===== config.mk =====
export PLATFORM = sky130hd
export DESIGN_NAME = nrcc_divider
export DESIGN_NICKNAME = d
export VERILOG_FILES = /design/src/rtl/nrcc_pkg.sv /design/src/rtl/nrcc_divider.sv
export SDC_FILE = /design/constraint.sdc
export NUM_CORES = 1
export LEC_CHECK = 0
export BUFFER_PORTS_ARGS = -buffer_cell sky130_fd_sc_hd__buf_2
export CORE_MARGIN = 5
export CORE_UTILIZATION = 51
export CTS_CLUSTER_DIAMETER = 150
export DETAILED_ROUTE_END_ITERATION = 16
export PLACE_DENSITY = 0.77
export SYNTH_ARGS = -nofsm -noshare
export SYNTH_HDL_FRONTEND = slang
export SYNTH_SLANG_ARGS = --single-unit

===== constraint.sdc =====
create_clock -name clk_i -period 2.56 [get_ports clk_i]
set_input_delay 0.128 -clock clk_i [delete_from_list [all_inputs] [get_ports clk_i]]
set_output_delay 0.128 -clock clk_i [all_outputs]
set_load 0.05 [all_outputs]

===== src/rtl/nrcc_pkg.sv =====
// Package: types and constants of the NewReno window engine
package nrcc_pkg;
  localparam int QW = 24;
  localparam int SW = 9;
  localparam int MAX_SEGS = 256;  // send-time store depth, bounded by the 9-bit sequence
  localparam logic [QW-1:0] QMAX = 24'hFFFFFF;
  localparam logic [7:0] DUP_TRIGGER = 8'd3;

  typedef enum logic [1:0] {OP_START = 2'd0, OP_ACK = 2'd1, OP_SEND = 2'd2,
                            OP_TIMER = 2'd3} op_e;
  typedef enum logic [1:0] {PH_SS = 2'd0, PH_CA = 2'd1, PH_FR = 2'd2} phase_e;
  typedef enum logic [1:0] {K_NONE = 2'd0, K_NEW = 2'd1, K_FAST = 2'd2,
                            K_TMO = 2'd3} kind_e;
  typedef enum logic [1:0] {REG_TOTAL = 2'd0, REG_SSTH = 2'd1, REG_RTO = 2'd2} reg_e;
  typedef enum logic [2:0] {ST_IDLE, ST_DIV, ST_TREAD, ST_SEND, ST_OUT} state_e;

  typedef struct packed {
    logic [1:0]  operation;
    logic [8:0]  ack_number;
    logic [31:0] now_ms;
  } in_item_t;

  typedef struct packed {
    logic [1:0]  kind;
    logic [8:0]  sequence_res;
    logic [23:0] window;
    logic [23:0] threshold;
    logic [1:0]  phase;
    logic        last;
    logic        finished;
  } out_item_t;

  // control from the engine to the time store
  typedef struct packed {
    logic        we;
    logic        re;
  } tstore_ctl_t;
endpackage


===== src/rtl/nrcc_divider.sv =====
// Radix-2 restoring divider for the avoidance increment
module nrcc_divider #(
  parameter int NW = 32
) (
  input  logic          clk_i,
  input  logic          rst_ni,
  input  logic          start_i,
  input  logic [NW-1:0] num_i,
  input  logic [23:0]   den_i,
  output logic          done_o,
  output logic [NW-1:0] quo_o
);
  import nrcc_pkg::*;
  localparam int CW = $clog2(NW + 1);
  logic [NW-1:0] quo_q, quo_d;
  logic [24:0]   rem_q, rem_d;
  logic [CW-1:0] cnt_q, cnt_d;
  logic          busy_q, busy_d;
  logic [23:0]   den_q;
  logic [25:0]   trial;

  always_comb begin
    quo_d = quo_q; rem_d = rem_q; cnt_d = cnt_q; busy_d = busy_q;
    trial = '0;
    if (start_i) begin
      quo_d = num_i; rem_d = '0; cnt_d = CW'(NW); busy_d = 1'b1;
    end else if (busy_q) begin
      trial = {rem_q, quo_q[NW-1]} - {2'b0, den_q};
      if (!trial[25]) rem_d = trial[24:0];
      else rem_d = {rem_q[23:0], quo_q[NW-1]};
      quo_d = {quo_q[NW-2:0], ~trial[25]};
      cnt_d = cnt_q - 1'b1;
      if (cnt_q == CW'(1)) busy_d = 1'b0;
    end
  end

  always_ff @(posedge clk_i or negedge rst_ni) begin
    if (!rst_ni) begin
      busy_q <= 1'b0; cnt_q <= '0;
    end else begin
      busy_q <= busy_d; cnt_q <= cnt_d;
    end
  end
  always_ff @(posedge clk_i) begin
    quo_q <= quo_d; rem_q <= rem_d;
    if (start_i) den_q <= (den_i == '0) ? 24'd1 : den_i;
  end
  assign done_o = busy_q && (cnt_q == CW'(1));
  assign quo_o  = quo_d;
endmodule


### Yosys cells after proc, flatten, opt, wreduce, memory -nomap -nowiden

Cells that the tools add are included.

* equality and inequality tests: 1
* shifts and indexed selects: 0
* magnitude comparators: 0
* $mul: 0
* bitwise gates (word level): 1
* add/sub/neg operators: 2
* reduce and logical (&&, ||, !) cells: 3
* muxes and demuxes: 8
* div/mod/pow operators: 0

Operators with widths (count)
* 2-to-1 mux 32 bit: 2
* subtractor 26 x 24 -> 26 bit: 1
* 2-to-1 mux 25 bit: 1
* zero test 24 bit: 1
* 2-to-1 mux 6 bit: 2
* equality test 6 x 1 -> 1 bit, second input constant: 1
* subtractor 6 x 1 -> 6 bit, second input constant: 1
* 2-to-1 mux 1 bit: 3
* nonzero test 2 bit: 1
* logical AND 1 bit: 1
* NOT 1 bit: 1

* bits of input ports: 59
* output and inout bits: 33
* bits in read-only memories: 0
* bits in latches: 0
* flip-flop bits (word level): 88
* memories: 0
* RAM bits: 0

### Depth between registers and ports, before layout

Gate-level depths: netlist (run 1).

* word-level depth: 4
* depth in mapped cells: 12

### Worst setup path after synthesis (run 1)

OpenSTA, ideal clock, no wires.

* path kind: flip-flop to flip-flop
* start: reg den_q[16]
* end: reg quo_q[0]
* arrival time: 3.234 ns
* path buffers: 2
* stages on the path, launching flop included: 13
* setup slack: -0.889 ns
* library setup time: 0.215 ns
* cell sequence: edfxtp_1 inv_1 ha_1 buf_2 a21oi_1 o21ai_1 a311o_1 a221o_1 a31oi_4 xnor2_2 clkbuf_1 nand2_1 a2bb2oi_1

* cells in the longest elaborated chain, start to end: 4

RTL lines
* start, declared: RTL line nrcc_divider.sv:19 `logic [23:0] den_q;`
* start signal, assigned: RTL line nrcc_divider.sv:46 `if (start_i) den_q <= (den_i == '0) ? 24'd1 : den_i;`
* subtractor 26 x 24 -> 26 bit: RTL line nrcc_divider.sv:28 `trial = {rem_q, quo_q[NW-1]} - {2'b0, den_q};`
* NOT 1 bit: RTL line nrcc_divider.sv:31 `quo_d = {quo_q[NW-2:0], ~trial[25]};`
* 2-to-1 mux 32 bit: RTL line nrcc_divider.sv:27 `end else if (busy_q) begin`
* 2-to-1 mux 32 bit: RTL line nrcc_divider.sv:25 `if (start_i) begin`
* via quo_o[0]: RTL line nrcc_divider.sv:11 `output logic [NW-1:0] quo_o`
* end signal, assigned: RTL line nrcc_divider.sv:45 `quo_q <= quo_d; rem_q <= rem_d;`
* end, declared: RTL line nrcc_divider.sv:15 `logic [NW-1:0] quo_q, quo_d;`

The timed path passes the listed nets, and every way through them passes these cells.
A chain may end at the register's enable or synchronous reset.

### Worst setup path in the final report (run 1)

* start: reg den_q[21]
* end: out quo_o[0]

* cells in the longest elaborated chain, start to end: 4

RTL lines (RTL line)
* subtractor 26 x 24 -> 26 bit: nrcc_divider.sv:28
* NOT 1 bit: nrcc_divider.sv:31
* 2-to-1 mux 32 bit: nrcc_divider.sv:27
* 2-to-1 mux 32 bit: nrcc_divider.sv:25
* end, declared: nrcc_divider.sv:11

No other way between the ends.

==> run summary, run 1 <==
Initial antenna violation count: 0
Slew Limit Headroom: 0.611
Max Cap Violations: 0
Die area: 11700 um^2
Mux share of post-synthesis cell area: 0.0629
Cell Chain, Critical Path: inv_1 > ha_4 > and3_4 > a311o_1 > a221o_1 > a31oi_4 > xnor2_2 > buf_4 > nand2_4 > a2bb2oi_4 > buf_6
Critical path's top delay family: compound AO/OA/AOI/OAI gates
Congestion Overflow GR: 0
Area contributors post-synth: dfxtp_1, edfxtp_1, nand2_1
Worst path required time: 2430 ps
Drt via density: 5.43
Met2 wire len: 6280 um
Main combinational cell family by area after synthesis: compound AO/OA/AOI/OAI gates
CTS tree: done
Core area: 9590 um^2
Delay of the slowest critical-path stage: 370 ps
Die Wd: 108 um
Routed WL per cell: 15.7 um
CTS Buffer Depth: 2
Outcome: finished, violations left
Post-synthesis compound-gate area fraction: 0.192
Leakage power: 0.00311 uW
RePlAce Congestion: 0.860
CP startpoint kind: flop
Critical setup path kind: reg2out
Final hold vios: 0
Post-route worst setup slack: -278 ps
Starting Density: 0.514
Crit end category: output pin
RSZ-0062 raised after global routing: yes
Tot GR Track Use: 0.222
Via count: 4555
Die height: 108 um
Number of flops mapped to enable cells by yosys: 24
Placed cells: 792
Synthesized Nets: 642
Simple-gate share of the synthesized area: 0.148
Asr flop ratio synth: 0.0795
Fmax: 0.352 GHz
WL met3: 861 um
Slew @ Worst Pin: 578 ps
Synth Flop Type: dfxtp_1
Worst-path maximum fanout: 2
VDD IR max: 462 uV
Setup Viol. Count Final: 24
Clock transition at path regs: 90 ps
Row cnt: 36
Fin nets: 787
Tmin final: 2840 ps
Ys Warns: 0
Yosys reg bits: 88
Final period util: 1.11
Drt total wl: 13100 um
WHS: 20.2 ps
# DRC: 0
Sequential cell area fraction in the yosys report: 0.413
Io pins: 92
P per Cell Area: 1120 nW/um^2
Max-slew violation count: 0
DR iter-0 viols: 335
Synth-to-layout area growth: 36.0%
Critical path's slowest cell: edfxtp_1
Max layer used: met4
Violated checks: setup timing
Hold WC Path Type: in2reg
CP bufs+invs: 3
Post-synth top area share: 0.231
Post-synth cell types: 55
Final setup TNS: -3630 ps
Syn Area/Cell: 8.88 um^2
Cts bufs inserted: 9
CTS Sinks: 88
Detailed placer's ending HPWL: 9050 um
Top cells by count, synth: nand2_1, dfxtp_1, clkbuf_1
Root buffer cell: clkbuf_8
Ant. Diodes: 0
Mapped Area: 4930 um^2
Layout cells sized above 1: 0.343
Area share of fa/ha/maj cells after synthesis: 0.0700
Post-Synth XOR/XNOR Area: 0.0510
Largest net degree at the start of global routing: 66
WL met1: 5710 um
Layout fillers: 701
Yosys top cell by area: dfxtp_1
Syn Inst Count: 556
Latest clock arrival within the worst-skew pair: 360 ps
Number of port buffers: 91
Router iterations before antenna repair: 5
Worst Path Arrival: 2710 ps
First-pass GRT wire length: 20900 um
H-tree Lvls: 3
Most common cell in the netlist: nand2_1
Vias in the first global route: 4614
Antenna Nets Post-Route: 0
Fin cells: 839
Clk_skew: 14.9 ps
==> sequential cells by signal, indices dropped and copies added, names as in the netlist <==
name / cells
den_q: 24
rem_q: 25
cnt_q: 6
quo_q: 32
busy_q: 1
==> layout by cell type (no fill, tap or decap), drive strengths merged, types with 6 or more instances in the layout <==
| cell type | count |
|---|---|
| a211oi | 6 |
| a21oi | 25 |
| a311oi | 17 |
| buf | 155 |
| clkbuf | 13 |
| dfrtp | 7 |
| dfxtp | 57 |
| dlygate4sd3 | 28 |
| edfxtp | 24 |
| ha | 26 |
| inv | 31 |
| mux2i | 31 |
| nand2 | 92 |
| nor2 | 39 |
| nor4 | 7 |
| o21ai | 45 |
| xnor2 | 16 |
| xor2 | 11 |
==> report_power, final <==
part	switching, uW	internal, uW
logic	2390	2150
registers	324	1770
clock network	484	405
total	3200	4320
==> worst paths after layout <==
check	start	end	slack (ps)	cells after the start
max	den_q[21]	quo_o[0]	-280	11
min	num_i[17]	quo_q[17]	20	3
max reg2reg	den_q[21]	rem_q[21]	-180	12
min reg2reg	rem_q[0]	rem_q[0]	540	1
max in group asynchronous	rst_ni	busy_q	2250	2
min in group asynchronous	rst_ni	cnt_q[4]	130	2
==> per-stage QoR <==
step	setup WS (ps)	area, um^2	power, uW	utilization
2_1_floorplan	-91.4	5020	4740	-
3_3_place_gp	-139	5920	5830	0.617
3_5_place_dp	-238	5920	5970	0.617
4_1_cts	-290	6570	7190	0.685
5_1_grt	-396	6710	8010	0.700
6_report	-278	6710	7520	0.700
==> cell type report <==
cell class,instances,area [um^2],area share
inverters,31,116,0.0173
well taps,133,166,0.0248
flip-flops and latches,88,2040,0.304
multi-input cells,388,2950,0.439
repair buffers,183,1270,0.189
clock inverters,3,16.3,0.00242
clock buffers,13,159,0.0237
==> timing repair <==
item / 4_1_cts / 5_1_grt
hold buffers: 28 / 0
buffers inserted: 3 / 1
endpoints found under the setup margin: 26 / 26
resized for setup: 37 / 26
hold endpoints to repair: 34 / 0
pin swaps: 8 / 5
cloned: 0 / 0
==> routing by layer <==
layer / vias up / GRT usage
li1: 2256 / -
met3: 24 / 0.0364
met4: 0 / 0.0902
met1: 2106 / 0.273
met5: - / 0
met2: 169 / 0.386
==> logic make-up (layout without fill, tap and decap cells) <==
group | Yosys count | in the layout
muxes | 31 | 31
buffers and inverters | 80 | 230
xor gates and xnor gates | 27 | 27
and+or+nand+nor | 169 | 169
AOI/OAI and AO/OA | 134 | 134
DFF | 88 | 88
adders and majority gates | 27 | 27
==> tightest hold or removal path, stage by stage <==
cell and delay (ps):
buf_2 70, nand2_1 50, o21ai_0 90
Note: power is estimated with default switching activity, not from simulation.
==> run 2, diff against run 1 <==
- RECOVER_POWER: unset -> 25
- SKIP_LAST_GASP: unset -> 1
==> run 2 against run 1 <==
Global-route usage stayed put. Critical endpoint unchanged. Sequential power hardly changed. First-iteration DRC count is 4.8% lower. The flow still finishes with violations (setup timing). Non-clock buffer count stayed put. Die area stayed put. Highest routed layer unchanged. Critical path depth stayed put. Setup slack worse by 5.2 ps.
==> run summary, run 2 (same netlist as run 1, synthesis figures left out) <==
Drt via density: 5.40 (-0.48%)
Critical path's top delay family: compound AO/OA/AOI/OAI gates
Clock transition at path regs: 90 ps (about the same)
Hold WC Path Type: in2reg
Fmax: 0.352 GHz (-0.18%)
Worst Hold Launch: num_i[17]
Die area: 11700 um^2 (unchanged)
Final period util: 1.11 (+0.00205)
Most flops, register: quo_q
Post-route worst setup slack: -283 ps (-5.24 ps)
Tot GR Track Use: 0.222 (unchanged)
Crit end category: output pin
Setup Viol. Count Final: 23 (-4.2%)
Cell Chain, Critical Path: inv_1 > ha_4 > and3_4 > a311o_1 > a221o_1 > a31oi_4 > xnor2_2 > buf_4 > nand2_4 > a2bb2oi_4 > buf_6
Worst R2R Path Depth: 12 (unchanged)
Max Cap Violations: 0 (unchanged)
Slew Limit Headroom: 0.612 (about the same)
Congestion Overflow GR: 0 (unchanged)
Violated checks: setup timing
Worst path required time: 2430 ps (about the same)
Worst Hold Depth: 3 (unchanged)
Critical path's slowest cell: edfxtp_1
Io pins: 92 (unchanged)
Synth-to-layout area growth: 35.2%
Cts bufs inserted: 9 (unchanged)
Final Cell Area: 6670 um^2 (-0.63%)
Vias in the first global route: 4614 (unchanged)
Commonest cells after routing, fill and taps aside: nand2_1, buf_2, buf_4, dfxtp_1, o21ai_0
Critical setup path kind: reg2out
H-tree Lvls: 3 (unchanged)
Delay of the slowest critical-path stage: 370 ps (about the same)
Reg-to-reg critical path startpoint: den_q[21]
First-pass GRT wire length: 20900 um (unchanged)
Detailed placer's ending HPWL: 9050 um (unchanged)
Largest register FFs: 32 (unchanged)
Worst Path Arrival: 2720 ps (about the same)
RSZ-0062 raised after global routing: yes
WHS Endpoint: quo_q[17]
Tmin final: 2840 ps (+5.24 ps)
CTS Buffer Depth: 2 (unchanged)
Die height: 108 um (unchanged)
Core area: 9590 um^2 (unchanged)
Via count: 4533 (-0.48%)
WHS: 20.1 ps (-0.124 ps)
Final hold vios: 0 (unchanged)
R2R Path End: rem_q[18]
Reg area: 2040 um^2 (unchanged)
Worst reg2reg setup slack: -190 ps (about the same)
DR iter-0 viols: 319 (-4.8%)
Outcome: finished, violations left
Initial antenna violation count: 0 (unchanged)
Worst-path maximum fanout: 2 (unchanged)
Clk_skew: 10.5 ps (-4.39 ps)
RePlAce Congestion: 0.860 (unchanged)
CP startpoint kind: flop
Layout cells sized above 1: 0.330 (-0.0127)
Ant. Diodes: 0 (unchanged)
Fin cells: 839 (unchanged)
VDD IR max: 463 uV (+0.37%)
Area of the multi-input gates: 2910 um^2 (-1.4%)
Largest net degree at the start of global routing: 66 (unchanged)
Max-slew violation count: 0 (unchanged)
Slew @ Worst Pin: 577 ps (-0.690 ps)
CP bufs+invs: 3 (unchanged)
Leakage power: 0.00310 uW (-0.28%)
Antenna Nets Post-Route: 0 (unchanged)
Largest regs: quo_q (32), rem_q (25), den_q (24)
Root buffer cell: clkbuf_8
Number of port buffers: 91 (unchanged)
Area post-placement: 5920 um^2 (unchanged)
# DRC: 0 (unchanged)
P per Cell Area: 1120 nW/um^2 (-0.47%)
Routed WL per cell: 15.5 um (-1.2%)
Starting Density: 0.514 (unchanged)
Placed cells: 792 (unchanged)
Latest clock arrival within the worst-skew pair: 360 ps (about the same)
Layout fillers: 712 (+1.6%)
Drt total wl: 13000 um (-1.2%)
Die Wd: 108 um (unchanged)
Core Util, Final: 0.695 (-0.00443)
Row cnt: 36 (unchanged)
Router iterations before antenna repair: 4 (-1)
Fin nets: 787 (unchanged)
CTS Sinks: 88 (unchanged)
CTS tree: done
[run 2: changes by cell type in the layout (fill, tap and decap cells not counted), sizes merged]
cell	before	now
buf	155	154
clkbuf	13	14
[run 2: tightest hold or removal path: cells and delay by family]
family | cells | cell delay (ps)
AND/OR/NAND/NOR | 1 | 50
AO/OA/AOI/OAI | 1 | 90
buffers and inverters | 1 | 70
[run 2: per-layer routing]
metal  GRT usage  vias up  part of all wire
li1            -     2253                 -
met1       0.273     2103              0.44
met2       0.386      151              0.47
met3      0.0364       26             0.060
met4      0.0902        0             0.023
met5           0        -                 0
[run 2: worst max path at each step]
stage | startpoint | end | slack, ps | depth (start not counted)
after floorplan | den_q[16] | quo_q[0] | -90 | 12
after global placement | den_q[8] | quo_o[0] | -140 | 13
after detailed placement | den_q[8] | rem_q[18] | -240 | 12
after CTS | den_q[23] | quo_o[0] | -290 | 11
after global routing | den_q[18] | quo_o[0] | -400 | 12
final | den_q[21] | quo_o[0] | -280 | 11
[run 2: cell type report]
cell class	instances	area share
multi-input cells	388	0.436
flip-flops and latches	88	0.306
repair buffers	183	0.190
well taps	133	0.0249
clock buffers	13	0.0238
inverters	31	0.0174
clock inverters	3	0.00244
[run 2: repair_timing]
action	CTS	global route
setup endpoints to repair	26	26
gates resized for setup	37	17
hold buffers	28	0
buffers inserted	3	1
endpoints found under the hold margin	34	0
pin swaps	8	5
[run 2: power by group]
group          switching [uW]  internal, uW  leakage [uW]
combinational            2350          2120       0.00221
sequential                316          1770      0.000793
clock                     482           405     0.0000937
[run 2: through the flow]
stage | setup WS [ps] | total power [uW] | TNS (ps)
5_1_grt | -396 | 7940 | -6960
3_3_place_gp | -139 | 5830 | -2260
3_5_place_dp | -238 | 5970 | -5110
4_1_cts | -290 | 7190 | -1390
2_1_floorplan | -91.4 | 4740 | -521
6_report | -283 | 7440 | -3770
==> run 3, diff against run 2 <==
- CORE_MARGIN: 5 -> unset
- CORE_UTILIZATION: 51 -> 60
- MAX_ROUTING_LAYER: unset -> met4
- PLACE_DENSITY: 0.77 -> 0.85
- clock period: 2.56 -> 3.6 ns (I/O delays scaled with it)
==> run 3 against run 2 <==
Clock-buffer cell count fell by 3. Non-clock buffer count shrank 83. Setup slack better by 650 ps. Register-to-register slack better by 790 ps. Critical path type unchanged. Global-route usage grew 4.2 points. Die area down 27%. Clock skew is 2.7 ps higher. Design area is 16% lower. Flip-flop and latch count is the same. Critical path depth unchanged. Routed wire length decreased by 16%. Via count decreased by 8.5%. Largest cell class unchanged. The run ends with capacitance limit, slew limit left.
==> run summary, run 3 (same netlist as run 1, synthesis figures left out) <==
Outcome: finished, violations left
Violated checks: capacitance limit, slew limit
First-pass GRT wire length: 17500 um (-16%)
Ant. Diodes: 0 (unchanged)
CP startpoint: den_q[14]
VDD IR max: 395 uV (-15%)
Antenna Nets Post-Route: 0 (unchanged)
Congestion Overflow GR: 0 (unchanged)
Most common cell after layout, fill and taps aside: nand2_1
Layout cells sized above 1: 0.189 (-0.141)
Core area: 7850 um^2 (-18%)
Final period util: 0.898
Fmax: 0.309 GHz
Post-route worst setup slack: 367 ps (+650 ps)
Die area: 8590 um^2 (-27%)
RSZ-0062 raised after global routing: no
CP startpoint kind: flop
Worst Path Arrival: 3050 ps (+330 ps)
Final hold vios: 0 (unchanged)
Clock transition at path regs: 90 ps (about the same)
H-tree Lvls: 3 (unchanged)
Max-slew violation count: 71 (+71)
Commonest cells after routing, fill and taps aside: nand2_1, buf_2, dfxtp_1, o21ai_0, nor2_1
Slew Limit Headroom: -0.232 (-0.843)
Tot GR Track Use: 0.264 (+0.0423)
Largest net degree at the start of global routing: 79 (+20%)
Drt via density: 5.72 (+5.9%)
Latest clock arrival within the worst-skew pair: 360 ps (about the same)
Hold WC Path Type: in2reg
Most flops, register: quo_q
DR iter-0 viols: 218 (-32%)
Worst R2R Path Depth: 11 (-1)
Synth-to-layout area growth: 13.2%
Leakage power: 0.00266 uW (-14%)
P per Cell Area: 796 nW/um^2 (-29%)
Die Wd: 92.7 um (-14%)
Reg-to-reg critical path startpoint: den_q[14]
Final setup TNS: 0 ps (+3770 ps)
Cts bufs inserted: 9 (unchanged)
Initial antenna violation count: 0 (unchanged)
Critical path capture point: quo_o[0]
Via count: 4148 (-8.5%)
Setup Viol. Count Final: 0 (-100%)
Drt total wl: 10900 um (-16%)
Clk_skew: 13.3 ps (+2.74 ps)
Crit end category: output pin
Starting Density: 0.629 (+0.114)
Largest regs: quo_q (32), rem_q (25), den_q (24)
Largest register FFs: 32 (unchanged)
Critical setup path kind: reg2out
Worst-path maximum fanout: 6 (+4)
Core Util, Final: 0.712 (+0.0167)
Pre-CTS setup slack: 628 ps (+866 ps)
Pwr Total: 4450 uW (-40%)
Row cnt: 32 (-11%)
Number of port buffers: 91 (unchanged)
# DRC: 0 (unchanged)
Root buffer cell: clkbuf_8
CTS Sinks: 88 (unchanged)
CTS Buffer Depth: 2 (unchanged)
Worst reg2reg setup slack: 600 ps (+790 ps)
Slew @ Worst Pin: 1850 ps (+1270 ps)
R2R Path End: rem_q[9]
Router iterations before antenna repair: 4 (unchanged)
Io pins: 92 (unchanged)
Detailed placer's ending HPWL: 7990 um (-12%)
CTS tree: done
Die height: 92.7 um (-14%)
Layout fillers: 612 (-14%)
Max Cap Violations: 2 (+2)
Routed WL per cell: 15.0 um (-2.8%)
RePlAce Congestion: 0.926 (+7.7%)
Fin nets: 704 (-11%)
Worst path required time: 3420 ps (+990 ps)
Tmin final: 3230 ps
Vias in the first global route: 3889 (-16%)
## run 3: cell types whose count changed in the layout (fill, tap and decap cells not counted), sizes merged
cell         previous run  this run
clkinvlp                0         1
dlygate4sd3            28         4
buf                   154        87
inv                    31        32
clkbuf                 14        19
bufinv                  0         1
## run 3: final cells by class
class,count,area (um^2),area share
clock inverter,6,66.3,0.0119
inverter,31,116,0.0208
timing repair buffer,100,519,0.0929
tap,102,128,0.0228
multi-input combinational,388,2580,0.462
clock buffer,10,138,0.0246
sequential,88,2040,0.365
## run 3: routing by layer
metal,vias up,wire [um],GRT usage
met4,0,74,0.0756
met5,-,0,-
met1,1913,4970,0.324
li1,2086,-,-
met3,7,707,0.0501
met2,142,5140,0.446
## run 3: repair_timing
action / in CTS / in global routing
endpoints found under the setup margin: 0 / 0
buffers inserted: 0 / 0
endpoints found under the hold margin: 7 / 3
hold buffers: 1 / 3
resized for setup: 0 / 0
## run 3: worst max-delay path, stage by stage, from the launching register on
cell	delay [ps]
edfxtp_1	330
inv_1	40
ha_1	350
a21oi_1	200
o21ai_1	120
a311o_1	370
a221o_1	300
a31oi_4	250
xnor2_2	160
nand2_1	70
a2bb2oi_1	220
buf_2	290
## run 3: worst min-delay path by stage
stage / start / end / slack, ps / cells past startpoint
finish: den_i[20] / den_q[20] / 8 / 1
global route: den_i[11] / den_q[11] / 1 / 1
CTS: den_i[5] / den_q[5] / 5 / 1
detailed placement: rst_ni / cnt_q[4] / 20 / 1
global placement: rst_ni / cnt_q[4] / 10 / 1
floorplan: rst_ni / busy_q / -120 / 0
## run 3: stage by stage
step,hold slack [ps],std cells,cell area (um^2)
floorplan,-116,556,4930
global placement,14.7,705,5360
detailed placement,19.6,705,5360
CTS,4.89,722,5570
global route,1.07,725,5590
finish,8.12,725,5590
## run 3: where the power goes
group	switching (uW)	internal, uW
logic	1410	892
clock network	356	343
registers	190	1250
